### config.mk
export PLATFORM = sky130hd
export DESIGN_NAME = watchdog_timer_registers_top
export DESIGN_NICKNAME = d
export VERILOG_FILES = /design/src/rtl/core/wdt_pkg.sv /design/src/rtl/core/wdt_core.sv /design/src/rtl/core/watchdog_timer_registers_top.sv
export SDC_FILE = /design/constraint.sdc
export NUM_CORES = 1
export LEC_CHECK = 0
export BUFFER_PORTS_ARGS = -buffer_cell sky130_fd_sc_hd__buf_2
export CORE_MARGIN = 2
export CORE_UTILIZATION = 30
export CTS_BUF_LIST = sky130_fd_sc_hd__clkbuf_4 sky130_fd_sc_hd__clkbuf_8
export CTS_CLUSTER_DIAMETER = 120
export DETAILED_ROUTE_END_ITERATION = 10
export GPL_ROUTABILITY_DRIVEN = 0
export HOLD_SLACK_MARGIN = 0.08
export PLACE_DENSITY = 0.49
export SYNTH_ARGS = -nofsm -noshare
export SYNTH_HDL_FRONTEND = slang
export SYNTH_SLANG_ARGS = --single-unit
### constraint.sdc
create_clock -name clk -period 3.57 [get_ports clk]
set_input_delay 0 -clock clk [delete_from_list [all_inputs] [get_ports clk]]
set_output_delay 0 -clock clk [all_outputs]
set_load 0.01 [all_outputs]
### src/rtl/core/wdt_pkg.sv
// ============================================================================
// wdt_pkg
// Shared types and constants of the two-stage watchdog timer.
// ============================================================================
package wdt_pkg;

    // Widths of the bus fields
    localparam int DATA_W  = 32;
    localparam int ADDR_W  = 12;
    localparam int CMD_W   = 2;

    // Default counter width
    localparam int COUNT_WIDTH_DEF = 32;

    // Word that opens the lock
    localparam logic [DATA_W-1:0] LOCK_MAGIC = 32'h1ACC_E551;

    // Register byte offsets
    localparam logic [ADDR_W-1:0] OFF_LOAD   = 12'h000;
    localparam logic [ADDR_W-1:0] OFF_VALUE  = 12'h004;
    localparam logic [ADDR_W-1:0] OFF_CTRL   = 12'h008;
    localparam logic [ADDR_W-1:0] OFF_CLR    = 12'h00C;
    localparam logic [ADDR_W-1:0] OFF_RAW    = 12'h010;
    localparam logic [ADDR_W-1:0] OFF_MASKED = 12'h014;
    localparam logic [ADDR_W-1:0] OFF_LOCK   = 12'hC00;

    // Control register bit positions
    localparam int CTRL_INTEN_BIT = 0;
    localparam int CTRL_RESEN_BIT = 1;

    // Request kinds
    typedef enum logic [CMD_W-1:0] {
        CMD_TICK  = 2'd0,
        CMD_READ  = 2'd1,
        CMD_WRITE = 2'd2
    } cmd_t;

    // One request
    typedef struct packed {
        cmd_t              cmd;
        logic [ADDR_W-1:0] addr;
        logic [DATA_W-1:0] wdata;
    } wdt_req_t;

    // One response
    typedef struct packed {
        logic [DATA_W-1:0] rdata;
        logic              irq;
        logic              reset_out;
    } wdt_rsp_t;

endpackage

### src/rtl/core/wdt_core.sv
// ============================================================================
// wdt_core
// Register file and down-counter of the watchdog; handles one request per
// enabled cycle and presents its response combinationally.
// ============================================================================
module wdt_core
    import wdt_pkg::*;
#(
    parameter int COUNT_WIDTH = COUNT_WIDTH_DEF
)
(
    input  logic     clk,
    input  logic     rst_n,
    input  logic     fire,
    input  wdt_req_t req,
    output wdt_rsp_t rsp
);

    logic [COUNT_WIDTH-1:0] reload_reg, reload_next;
    logic [COUNT_WIDTH-1:0] count_reg, count_next;
    logic                   inten_reg, inten_next;
    logic                   resen_reg, resen_next;
    logic                   raw_reg, raw_next;
    logic                   locked_reg, locked_next;
    logic                   resout_reg, resout_next;
    logic [DATA_W-1:0]      rdata;

    // Compute the state after this request
    always_comb
    begin
        reload_next = reload_reg;
        count_next  = count_reg;
        inten_next  = inten_reg;
        resen_next  = resen_reg;
        raw_next    = raw_reg;
        locked_next = locked_reg;
        resout_next = resout_reg;
        case (req.cmd)
            CMD_TICK:
            begin
                if (inten_reg)
                begin
                    if (count_reg == '0)
                    begin
                        if (raw_reg && resen_reg)
                        begin
                            resout_next = 1'b1;
                        end
                        raw_next   = 1'b1;
                        count_next = reload_reg;
                    end
                    else
                    begin
                        count_next = count_reg - COUNT_WIDTH'(1);
                    end
                end
            end
            CMD_WRITE:
            begin
                if (req.addr == OFF_LOCK)
                begin
                    locked_next = (req.wdata != LOCK_MAGIC);
                end
                else if (!locked_reg)
                begin
                    case (req.addr)
                        OFF_LOAD:
                        begin
                            reload_next = req.wdata[COUNT_WIDTH-1:0];
                            count_next  = req.wdata[COUNT_WIDTH-1:0];
                        end
                        OFF_CTRL:
                        begin
                            // reload on a rising interrupt enable
                            if (req.wdata[CTRL_INTEN_BIT] && !inten_reg)
                            begin
                                count_next = reload_reg;
                            end
                            inten_next = req.wdata[CTRL_INTEN_BIT];
                            resen_next = req.wdata[CTRL_RESEN_BIT];
                        end
                        OFF_CLR:
                        begin
                            raw_next   = 1'b0;
                            count_next = reload_reg;
                        end
                        default:
                        begin
                            raw_next = raw_reg;
                        end
                    endcase
                end
            end
            default:
            begin
                count_next = count_reg;
            end
        endcase
    end

    // Read mux over the state before this request
    always_comb
    begin
        rdata = '0;
        if (req.cmd == CMD_READ)
        begin
            case (req.addr)
                OFF_LOAD:   rdata = DATA_W'(reload_reg);
                OFF_VALUE:  rdata = DATA_W'(count_reg);
                OFF_CTRL:   rdata = DATA_W'({resen_reg, inten_reg});
                OFF_RAW:    rdata = DATA_W'(raw_reg);
                OFF_MASKED: rdata = DATA_W'(raw_reg & inten_reg);
                OFF_LOCK:   rdata = DATA_W'(locked_reg);
                default:    rdata = '0;
            endcase
        end
    end

    assign rsp.rdata     = rdata;
    assign rsp.irq       = raw_next & inten_next;
    assign rsp.reset_out = resout_next;

    // Advance the state on each processed request
    always_ff @(posedge clk or negedge rst_n)
    begin
        if (!rst_n)
        begin
            reload_reg <= '1;
            count_reg  <= '1;
            inten_reg  <= 1'b0;
            resen_reg  <= 1'b0;
            raw_reg    <= 1'b0;
            locked_reg <= 1'b0;
            resout_reg <= 1'b0;
        end
        else if (fire)
        begin
            reload_reg <= reload_next;
            count_reg  <= count_next;
            inten_reg  <= inten_next;
            resen_reg  <= resen_next;
            raw_reg    <= raw_next;
            locked_reg <= locked_next;
            resout_reg <= resout_next;
        end
    end

endmodule

### src/rtl/core/watchdog_timer_registers_top.sv
// ============================================================================
// watchdog_timer_registers_top: two-stage watchdog with lock register
// A request passes through the input register, then the response register.
// Throughput: one request per cycle unless m_tready stalls the response side,
// set by the counter and register update. Reset clears all control state,
// loads the counter and load register with all ones and leaves it unlocked.
// ============================================================================
module watchdog_timer_registers_top
    import wdt_pkg::*;
#(
    parameter int COUNT_WIDTH = COUNT_WIDTH_DEF
)
(
    input  logic        clk,
    input  logic        rst_n,
    input  logic        s_tvalid,
    output logic        s_tready,
    input  logic [47:0] s_tdata,   // [11:0] addr, [43:12] wdata, [47:44] zero
    input  logic [1:0]  s_tuser,   // [1:0] cmd
    output logic        m_tvalid,
    input  logic        m_tready,
    output logic [39:0] m_tdata    // [31:0] rdata, [32] irq, [33] reset_out, rest zero
);

    logic     in_valid_reg, in_valid_next;
    wdt_req_t in_req_reg, in_req_next;
    logic     out_valid_reg, out_valid_next;
    wdt_rsp_t out_rsp_reg, out_rsp_next;
    wdt_rsp_t core_rsp;
    logic     advance;
    logic     fire;

    // Hand-off between the input and response registers
    assign advance  = !out_valid_reg || m_tready;
    assign fire     = in_valid_reg && advance;
    assign s_tready = !in_valid_reg || advance;

    // Capture a new request when the input register frees up
    always_comb
    begin
        in_valid_next       = in_valid_reg;
        in_req_next         = in_req_reg;
        if (s_tready)
        begin
            in_valid_next     = s_tvalid;
            in_req_next.cmd   = cmd_t'(s_tuser);
            in_req_next.addr  = s_tdata[ADDR_W-1:0];
            in_req_next.wdata = s_tdata[ADDR_W+DATA_W-1:ADDR_W];
        end
    end

    // Load the response register when the downstream side moves
    always_comb
    begin
        out_valid_next = out_valid_reg;
        out_rsp_next   = out_rsp_reg;
        if (advance)
        begin
            out_valid_next = in_valid_reg;
            out_rsp_next   = core_rsp;
        end
    end

    wdt_core #(
        .COUNT_WIDTH (COUNT_WIDTH)
    ) u_core (
        .clk   (clk),
        .rst_n (rst_n),
        .fire  (fire),
        .req   (in_req_reg),
        .rsp   (core_rsp)
    );

    // Valid flags
    always_ff @(posedge clk or negedge rst_n)
    begin
        if (!rst_n)
        begin
            in_valid_reg  <= 1'b0;
            out_valid_reg <= 1'b0;
        end
        else
        begin
            in_valid_reg  <= in_valid_next;
            out_valid_reg <= out_valid_next;
        end
    end

    // Payload registers
    always_ff @(posedge clk)
    begin
        in_req_reg  <= in_req_next;
        out_rsp_reg <= out_rsp_next;
    end

    assign m_tvalid = out_valid_reg;
    assign m_tdata  = {6'b0, out_rsp_reg.reset_out, out_rsp_reg.irq, out_rsp_reg.rdata};

endmodule

# After elaboration in Yosys (flattened, before gate mapping)
# Cells that the tools add are included.
[classes]
n_addsub = 1
eq_ne = 14
muxes = 22
n_bitwise = 4
reduce_logical = 16
[op_table]
columns = ["operator", "count"]
rows = [
  ["case mux 32 bit (6 select lines)", 1],
  ["2-to-1 mux 32 bit", 5],
  ["case mux 32 bit (3 select lines)", 1],
  ["case mux 32 bit (2 select lines)", 1],
  ["logical NOT 32 bit", 1],
  ["inequality test 32 x 29 -> 1 bit, second input constant", 1],
  ["subtractor 32 x 1 -> 32 bit, second input constant", 1],
  ["== test 12 x 4 -> 1 bit, second input constant", 2],
  ["== test 12 x 5 -> 1 bit, second input constant", 2],
  ["2-to-1 mux 1 bit", 13],
  ["== test 12 bit, second input constant", 1],
  ["== test 12 x 3 -> 1 bit, second input constant", 1],
  ["logical NOT 12 bit", 1],
  ["AND reduction 5 bit", 2],
  ["AND reduction 7 bit", 1],
  ["inequality test 2 bit, second input constant", 2],
  ["inequality test 4 x 2 -> 1 bit, second input constant", 1],
  ["logical AND 1 bit", 3],
  ["logical NOT 1 bit", 3],
  ["inequality test 3 x 2 -> 1 bit, second input constant", 1],
  ["AND reduction 3 bit", 1],
  ["AND 1 bit", 2],
  ["== test 2 x 1 -> 1 bit, second input constant", 1],
  ["== test 2 bit, second input constant", 1],
  ["other kinds (6)", 8],
]
[totals]
regBits = 151
in_bits = 54
output_inout_bits = 42
wordCells = 72

# Depth between registers and ports, before layout
# Gate-level depths: netlist (run 1).
[logic_depth]
ltp_word = 7
depth_mapped = 8
depth_no_buf = 7

# Cells and area by module
# Synthesis (run 1) repeated with hierarchy kept, for this count alone.
[unflattened]
hier_cells = 696
area_unflattened_um2 = 7589.8
[by_module_without_submodules]
columns = ["module", "n_inst", "cells_each", "area_each_um2", "seq_area_each_um2"]
rows = [
  ["wdt_core", 1, 601, 5043.6, 1806.7],
  ["watchdog_timer_registers_top", 1, 95, 2546.2, 2452.4],
]

# Least setup slack after synthesis (run 1)
# No wires, ideal clock.
[synth_path]
kind = "register to register"
from = "reg out_valid_reg (netlist: m_tvalid)"
to = "reg u_core.count_reg[2]"
arrival_time_ns = 2.471
required_ns = 3.477
slack_ns = 1.006
stages_incl_launch_ff = 8
path_cell_list = "dfrtp_1 > nor2b_1 > inv_1 > and3_1 > a41o_1 > clkbuf_1 > clkbuf_1 > a21oi_1"
[synth_between]
elab_chain_cells = 4
[synth_lines]
columns = ["element", "line", "text"]
rows = [
  ["start: declaration", "watchdog_timer_registers_top.sv:27", "logic out_valid_reg, out_valid_next;"],
  ["start signal: assignment", "watchdog_timer_registers_top.sv:85", "out_valid_reg <= out_valid_next;"],
  ["logical NOT 1 bit", "watchdog_timer_registers_top.sv:34", "assign advance = !out_valid_reg || m_tready;"],
  ["logical OR 1 bit", "watchdog_timer_registers_top.sv:34", ""],
  ["logical AND 1 bit", "watchdog_timer_registers_top.sv:35", "assign fire = in_valid_reg && advance;"],
  ["AND reduction 7 bit (no line)", "n/a", ""],
  ["end signal: assignment", "wdt_core.sv:139", "count_reg <= count_next;"],
  ["end: declaration", "wdt_core.sv:20", "logic [COUNT_WIDTH-1:0] count_reg, count_next;"],
]
# Every way passes these cells.
# A chain may end at the register's enable or synchronous reset.

# Final worst setup path (run 1)
[layout_path]
from = "reg u_core.count_reg[0]"
to = "reg u_core.count_reg[14]"
[layout_between]
elab_chain_cells = 4
[layout_lines]
columns = ["element", "line", "text"]
rows = [
  ["subtractor 32 x 1 -> 32 bit / logical NOT 32 bit (equally long branches)", "wdt_core.sv:54, wdt_core.sv:43", ""],
  ["2-to-1 mux 32 bit (*)", "wdt_core.sv:43", "if (count_reg == '0)"],
  ["2-to-1 mux 32 bit (*)", "wdt_core.sv:41", "if (inten_reg)"],
  ["case mux 32 bit (2 select lines) (*)", "wdt_core.sv:38", "case (req.cmd)"],
]
# Mark *: on every way between the ends. The rest lies on a longest branch, timed or not. The select of a mux whose other input is x is not followed.

==> run_results.csv, run 1 <==
group,metric,value,unit
floorplanning,rows,59,
clock_tree,cts_root_buffer,"clkbuf_8",
finish,largest_reg_flops,46,
synth,synth_flop_cell,"edfxtp_1",
synth,synth.top_cell.area_share,30.2,%
clock_tree,clockBufferDepth,2,
timing,tightest_slew,1.11,ns
timing,report.final.slew_viol_count,0,
finish,layout-drive-gt1-share,32.7,%
route,routedWlPerCell,20.5,um
synth,synth-edff-count,80,
synth,ys_seq_area_share,53.6,%
synth,yosys-mux-area-fraction,8.38,%
floorplanning,core,26100,um2
power,p_leak,3.54,nW
synth,synth_compound_area_share,14.8,%
placed_design,dpl_worst_slack,0.717,ns
floorplanning,die_area,27800,um2
placed_design,dp_hpwl,16100,um
clock_tree,clock_sinks,151,
finish,layout_common_cells,"buf_2 (85), edfxtp_1 (80), nor2_1 (76)",
floorplanning,top_level_ports,96,
worst_setup_path,cpMaxStageDelayCell,"or4b_4",
worst_setup_path,critical_path_class,"reg -> reg",
power,power.density,379,nW/um2
synth,syn_avg_cell_area,11.1,um2
clock_tree,cts_setup_buffers,0,
synth,synth-seq-cells,151,
hold_path,hold_class,"in -> async",
synth,synth-simple-area-share,18.6,%
timing,setup_viol,0,
finish,antennaDiodeCount,0,
timing,hold_viol,0,
global_routing,grt_pass1_vias,6288,
route,dr_total_vias,6315,
synth,synth.distinct_cells,75,
synth,synth_top_family_by_area,"simple AND/OR/NAND/NOR gates",
timing,skew,0.0171,ns
route,routed_wl,24400,um
clock_tree,worstSkewPairLatency,0.46,ns
global_routing,grt_max_degree,53,
job,maxCapViolations,0,
synth,yosys.area_share.adder,0.315,%
clock_tree,ctsResizeCount,0,
route,ant_nets,0,
global_routing,grt.overflow.total,0,
route,viasPerCell,5.32,
finish,design_area,9680,um2
timing,period_needed,2.95,ns
floorplanning,start_util,30.5,%
outcome,status,"complete, no violations",
timing,rsz0062_at_grt,"no",
timing,max_slew_margin,25.5,%
timing,setup_tns,0,ns
synth,async_reset_ff_share,47.0,%
timing,period_share,82.7,%
global_routing,grt_pass1_wl,38200,um
clock_tree,clk_pin_slew,0.09,ns
worst_setup_path,cp_cell_sequence,"inv_1 > ha_1 > or4b_4 > nor4_2 > buf_4 > nand3_2 > and4_1 > o41ai_1",
worst_setup_path,cp_slowest_stage_delay,0.49,ns
clock_tree,cts-htree-levels,4,
floorplanning,die_x,167,um
finish,syn2layout_area_growth,21.9,%
placed_design,port_buffers,85,
worst_setup_path,crit_required,3.92,ns
power,ir_drop,0.203,mV
clock_tree,cts_buffers,17,
route,drc,0,
global_routing,grt_use_total,17.8,%
global_routing,antenna_found_initial,0,
worst_setup_path,cpLargestDelayFamily,"simple AND/OR/NAND/NOR gates",
synth,synth_cells,713,
synth,yosys.area.top_type,"edfxtp_1",
worst_setup_path,endpoint_kind,"register",
floorplanning,die_y,167,um
finish,final_common_cell,"buf_2",
synth,synth_xor_xnor_area_share,0.110,%
placed_design,dpl_cell_area,8780,um2
clock_tree,cts_tree,"yes",
worst_setup_path,crit_buf_inv,2,
worst_setup_path,cp_data_arrival_time,3.30,ns
synth,synth_area_leaders,"edfxtp_1 (30%), dfstp_2 (21%), mux2_2 (6.2%)",
route,drt_first_iter_violations,418,
timing,layout_setup_ws,0.617,ns
worst_setup_path,crit_path_start_kind,"register",
worst_setup_path,reg2reg_slack,0.62,ns
finish,num-nets-final,895,
synth,synth_warnings,0,
route,firstDrtPassIters,7,
synth,syn-cell-area,7940,um2
timing,max_freq,0.339,GHz
worst_setup_path,path_max_fanout,17,
## power breakdown
group	internal (mW)	switching, mW	total (mW)
sequential	1.92	0.0598	1.98
clock	0.721	0.673	1.39
combinational	0.126	0.167	0.294
total	2.77	0.900	3.67
## what timing repair did
action | 4_1_cts | 5_1_grt
endpoints found under the setup margin | 0 | 0
hold buffers | 48 | 0
endpoints found under the hold margin | 74 | 0
## worst register-to-register path, stage by stage, from the launching register on
cell and delay (ns):
dfstp_2 0.40, inv_1 0.12, ha_1 0.15, or4b_4 0.49, nor4_2 0.36, buf_4 0.22
nand3_2 0.38, and4_1 0.36, o41ai_1 0.36
## metal layers
| layer | up-vias | global-route usage, % | part of all wire (%) |
|---|---|---|---|
| met5 | - | 0 | 0 |
| met4 | 0 | 5.13 | 1.6 |
| met3 | 22 | 3.97 | 5.3 |
| met2 | 200 | 27.5 | 46 |
| met1 | 3096 | 25.2 | 47 |
| li1 | 2997 | - | - |
## stage by stage
| stage | util [%] | total power, mW | std cells | hold slack (ns) |
|---|---|---|---|---|
| final | 37.1 | 3.67 | 1187 | 0.166 |
| after global routing | 37.1 | 3.83 | 1187 | 0.208 |
| after CTS | 37.1 | 3.71 | 1187 | 0.151 |
| after detailed placement | 33.7 | 2.27 | 1107 | 0.131 |
| after global placement | 33.7 | 2.27 | 1107 | 0.134 |
| after floorplan | - | 2.13 | 718 | -0.296 |
## cell usage after synthesis, drive strengths merged, types with 5 or more instances
cell / instances
edfxtp: 80
a31oi: 7
a22oi: 33
o211ai: 11
nand4: 17
nor2b: 6
buf: 19
a32oi: 6
nor4: 17
nor3: 28
o21ai: 8
or3: 10
and2: 5
dfrtp: 7
nand2: 43
nor2: 77
or4: 9
o221a: 5
a41o: 5
nand3: 20
dfstp: 64
nor4b: 5
o31ai: 5
a21oi: 21
a211oi: 6
mux2i: 17
and4: 6
mux2: 44
o221ai: 8
a2bb2oi: 11
inv: 15
clkbuf: 40
## path summary, 6_finish.rpt
kind / start / end / depth (start not counted)
max in group asynchronous: rst_n / u_core.reload_reg[8] / 3
hold reg to reg: u_core.resout_reg / u_core.resout_reg / 1
setup reg to reg: u_core.count_reg[0] / u_core.count_reg[14] / 8
hold / removal: rst_n / u_core.locked_reg / 2
min in group clk: s_tdata[9] / in_req_reg[41] / 2
setup / recovery: u_core.count_reg[0] / u_core.count_reg[14] / 8
## kinds of logic (layout without fill, tap and decap cells)
kind of cell / Yosys count / after routing
AO/OA/AOI/OAI: 155 / 155
flip-flops: 151 / 151
buffers and inverters: 74 / 208
AND/OR/NAND/NOR: 268 / 268
adder cells (fa/ha/maj): 2 / 2
multiplexers: 61 / 61
XOR/XNOR: 1 / 1
other: 1 / 6
## layout make-up
class | instances | area [um2]
fillers | 2594 | 16400
flip-flops and latches | 151 | 4260
multi-input cells | 493 | 3400
repair buffers | 161 | 1130
well taps | 335 | 419
clock buffers | 19 | 262
clock inverters | 13 | 154
inverters | 15 | 56.3
Power figures use the tool's default switching activity.
==> inputs of run 2 (changes only) <==
Clock period 3.57 ns to 3 ns, I/O delays scaled along.
==> run_results.csv, run 2 (synthesis results as in run 1) <==
group,metric,value,unit
worst_setup_path,path_max_fanout,7,
timing,max_freq,0.379,GHz
placed_design,port_buffers,85,
timing,skew,0.0166,ns
timing,hold_viol,0,
finish,syn2layout_area_growth,22.8,%
route,drt_first_iter_violations,484,
finish,layout-drive-gt1-share,33.8,%
timing,report.final.slew_viol_count,0,
global_routing,grt.overflow.total,0,
worst_setup_path,crit_path_start_kind,"register",
timing,tightest_slew,1.10,ns
clock_tree,postCtsHoldBufs,48,
route,routed_wl,24500,um
worst_setup_path,cp_data_arrival_time,3.03,ns
timing,max_slew_margin,26.1,%
floorplanning,rows,59,
floorplanning,start_util,30.5,%
clock_tree,clock_sinks,151,
timing,period_share,88.0,%
route,firstDrtPassIters,5,
finish,final_cells,1196,
clock_tree,ctsResizeCount,0,
clock_tree,cts_buffers,17,
power,p_leak,3.58,nW
route,drc,0,
clock_tree,cts-htree-levels,4,
finish,final_common_cell,"buf_2",
outcome,status,"complete, no violations",
finish,num-nets-final,904,
clock_tree,cts_tree,"yes",
worst_setup_path,critical_path_class,"reg -> reg",
clock_tree,worstSkewPairLatency,0.47,ns
floorplanning,top_level_ports,96,
floorplanning,core,26100,um2
route,routedWlPerCell,20.5,um
power,power.density,440,nW/um2
route,dr_total_vias,6453,
global_routing,grt_use_total,17.9,%
route,ant_nets,0,
clock_tree,cts_setup_buffers,0,
floorplanning,die_y,167,um
timing,setup_tns,0,ns
timing,layout_setup_ws,0.361,ns
finish,antennaDiodeCount,0,
global_routing,grt_pass1_vias,6438,
timing,setup_viol,0,
clock_tree,cts_root_buffer,"clkbuf_8",
global_routing,antenna_found_initial,0,
hold_path,hold_class,"in -> reg",
global_routing,grt_pass1_wl,38500,um
finish,design_area,9750,um2
placed_design,dpl_worst_slack,0.397,ns
timing,period_needed,2.64,ns
floorplanning,die_area,27800,um2
power,ir_drop,0.297,mV
placed_design,dp_cells,1116,
finish,final_core_util,37.4,%
worst_setup_path,endpoint_kind,"register",
job,maxCapViolations,0,
global_routing,grt_max_degree,53,
floorplanning,die_x,167,um
clock_tree,clockBufferDepth,2,
route,viasPerCell,5.40,
clock_tree,clk_pin_slew,0.09,ns
placed_design,dp_hpwl,16200,um
finish,largest_reg_flops,46,
finish,layout_common_cells,"buf_2 (85), edfxtp_1 (80), nor2_1 (76)",
placed_design,dpl_cell_area,8880,um2
timing,rsz0062_at_grt,"no",
worst_setup_path,crit_required,3.39,ns
[run 2: changes by cell type in the layout (fill, tap and decap cells not counted), moves of 2 or more]
| cell | before | now |
|---|---|---|
| buf_4 | 27 | 34 |
| buf_12 | 1 | 3 |
| clkbuf_4 | 0 | 3 |
| clkbuf_8 | 19 | 17 |
| clkinv_1 | 2 | 0 |
[run 2: layout make-up]
type,instances,area (um2)
sequential,151,4260
inverter,15,56.3
clock inverter,12,130
fill,2595,16300
tap,335,419
timing repair buffer,170,1220
clock buffer,20,256
multi-input combinational,493,3410
[run 2: metal layers]
layer	vias to the layer above	track usage (%)	wire, um
met5	-	0	0
met4	0	5.10	351
met3	22	3.21	1210
met2	198	27.8	11100
met1	3220	25.5	11800
li1	3013	-	-
[run 2: where the power goes]
group	switching, mW	total (mW)	internal (mW)
clock network	0.825	1.59	0.764
logic	0.198	0.348	0.150
registers	0.0699	2.36	2.29
total	1.09	4.29	3.20
[run 2: metrics by stage]
step,power (mW),hold WS [ns]
floorplan,2.54,-0.296
global placement,2.70,0.176
detailed placement,2.70,0.178
CTS,4.33,0.208
global route,4.47,0.213
finish,4.29,0.233
[run 2: final timing paths]
kind / startpoint / end / slack (ns) / cells after the start
worst max-delay path: u_core.count_reg[0] / u_core.count_reg[31] / 0.36 / 8
worst min-delay path: s_tdata[4] / in_req_reg[36] / 0.23 / 2
worst max register to register: u_core.count_reg[0] / u_core.count_reg[31] / 0.36 / 8
worst min register to register: u_core.resout_reg / u_core.resout_reg / 0.47 / 1
max in group asynchronous: rst_n / u_core.reload_reg[6] / 2.10 / 3
min in group asynchronous: rst_n / u_core.reload_reg[22] / 0.37 / 2
[run 2: critical path: stages (launching register included)]
cell and delay, ns:
dfstp_2 0.40, inv_1 0.11, ha_1 0.15, or4b_4 0.48, or4_1 0.48, buf_4 0.20
or4_1 0.39, a311oi_1 0.28, a211oi_1 0.07
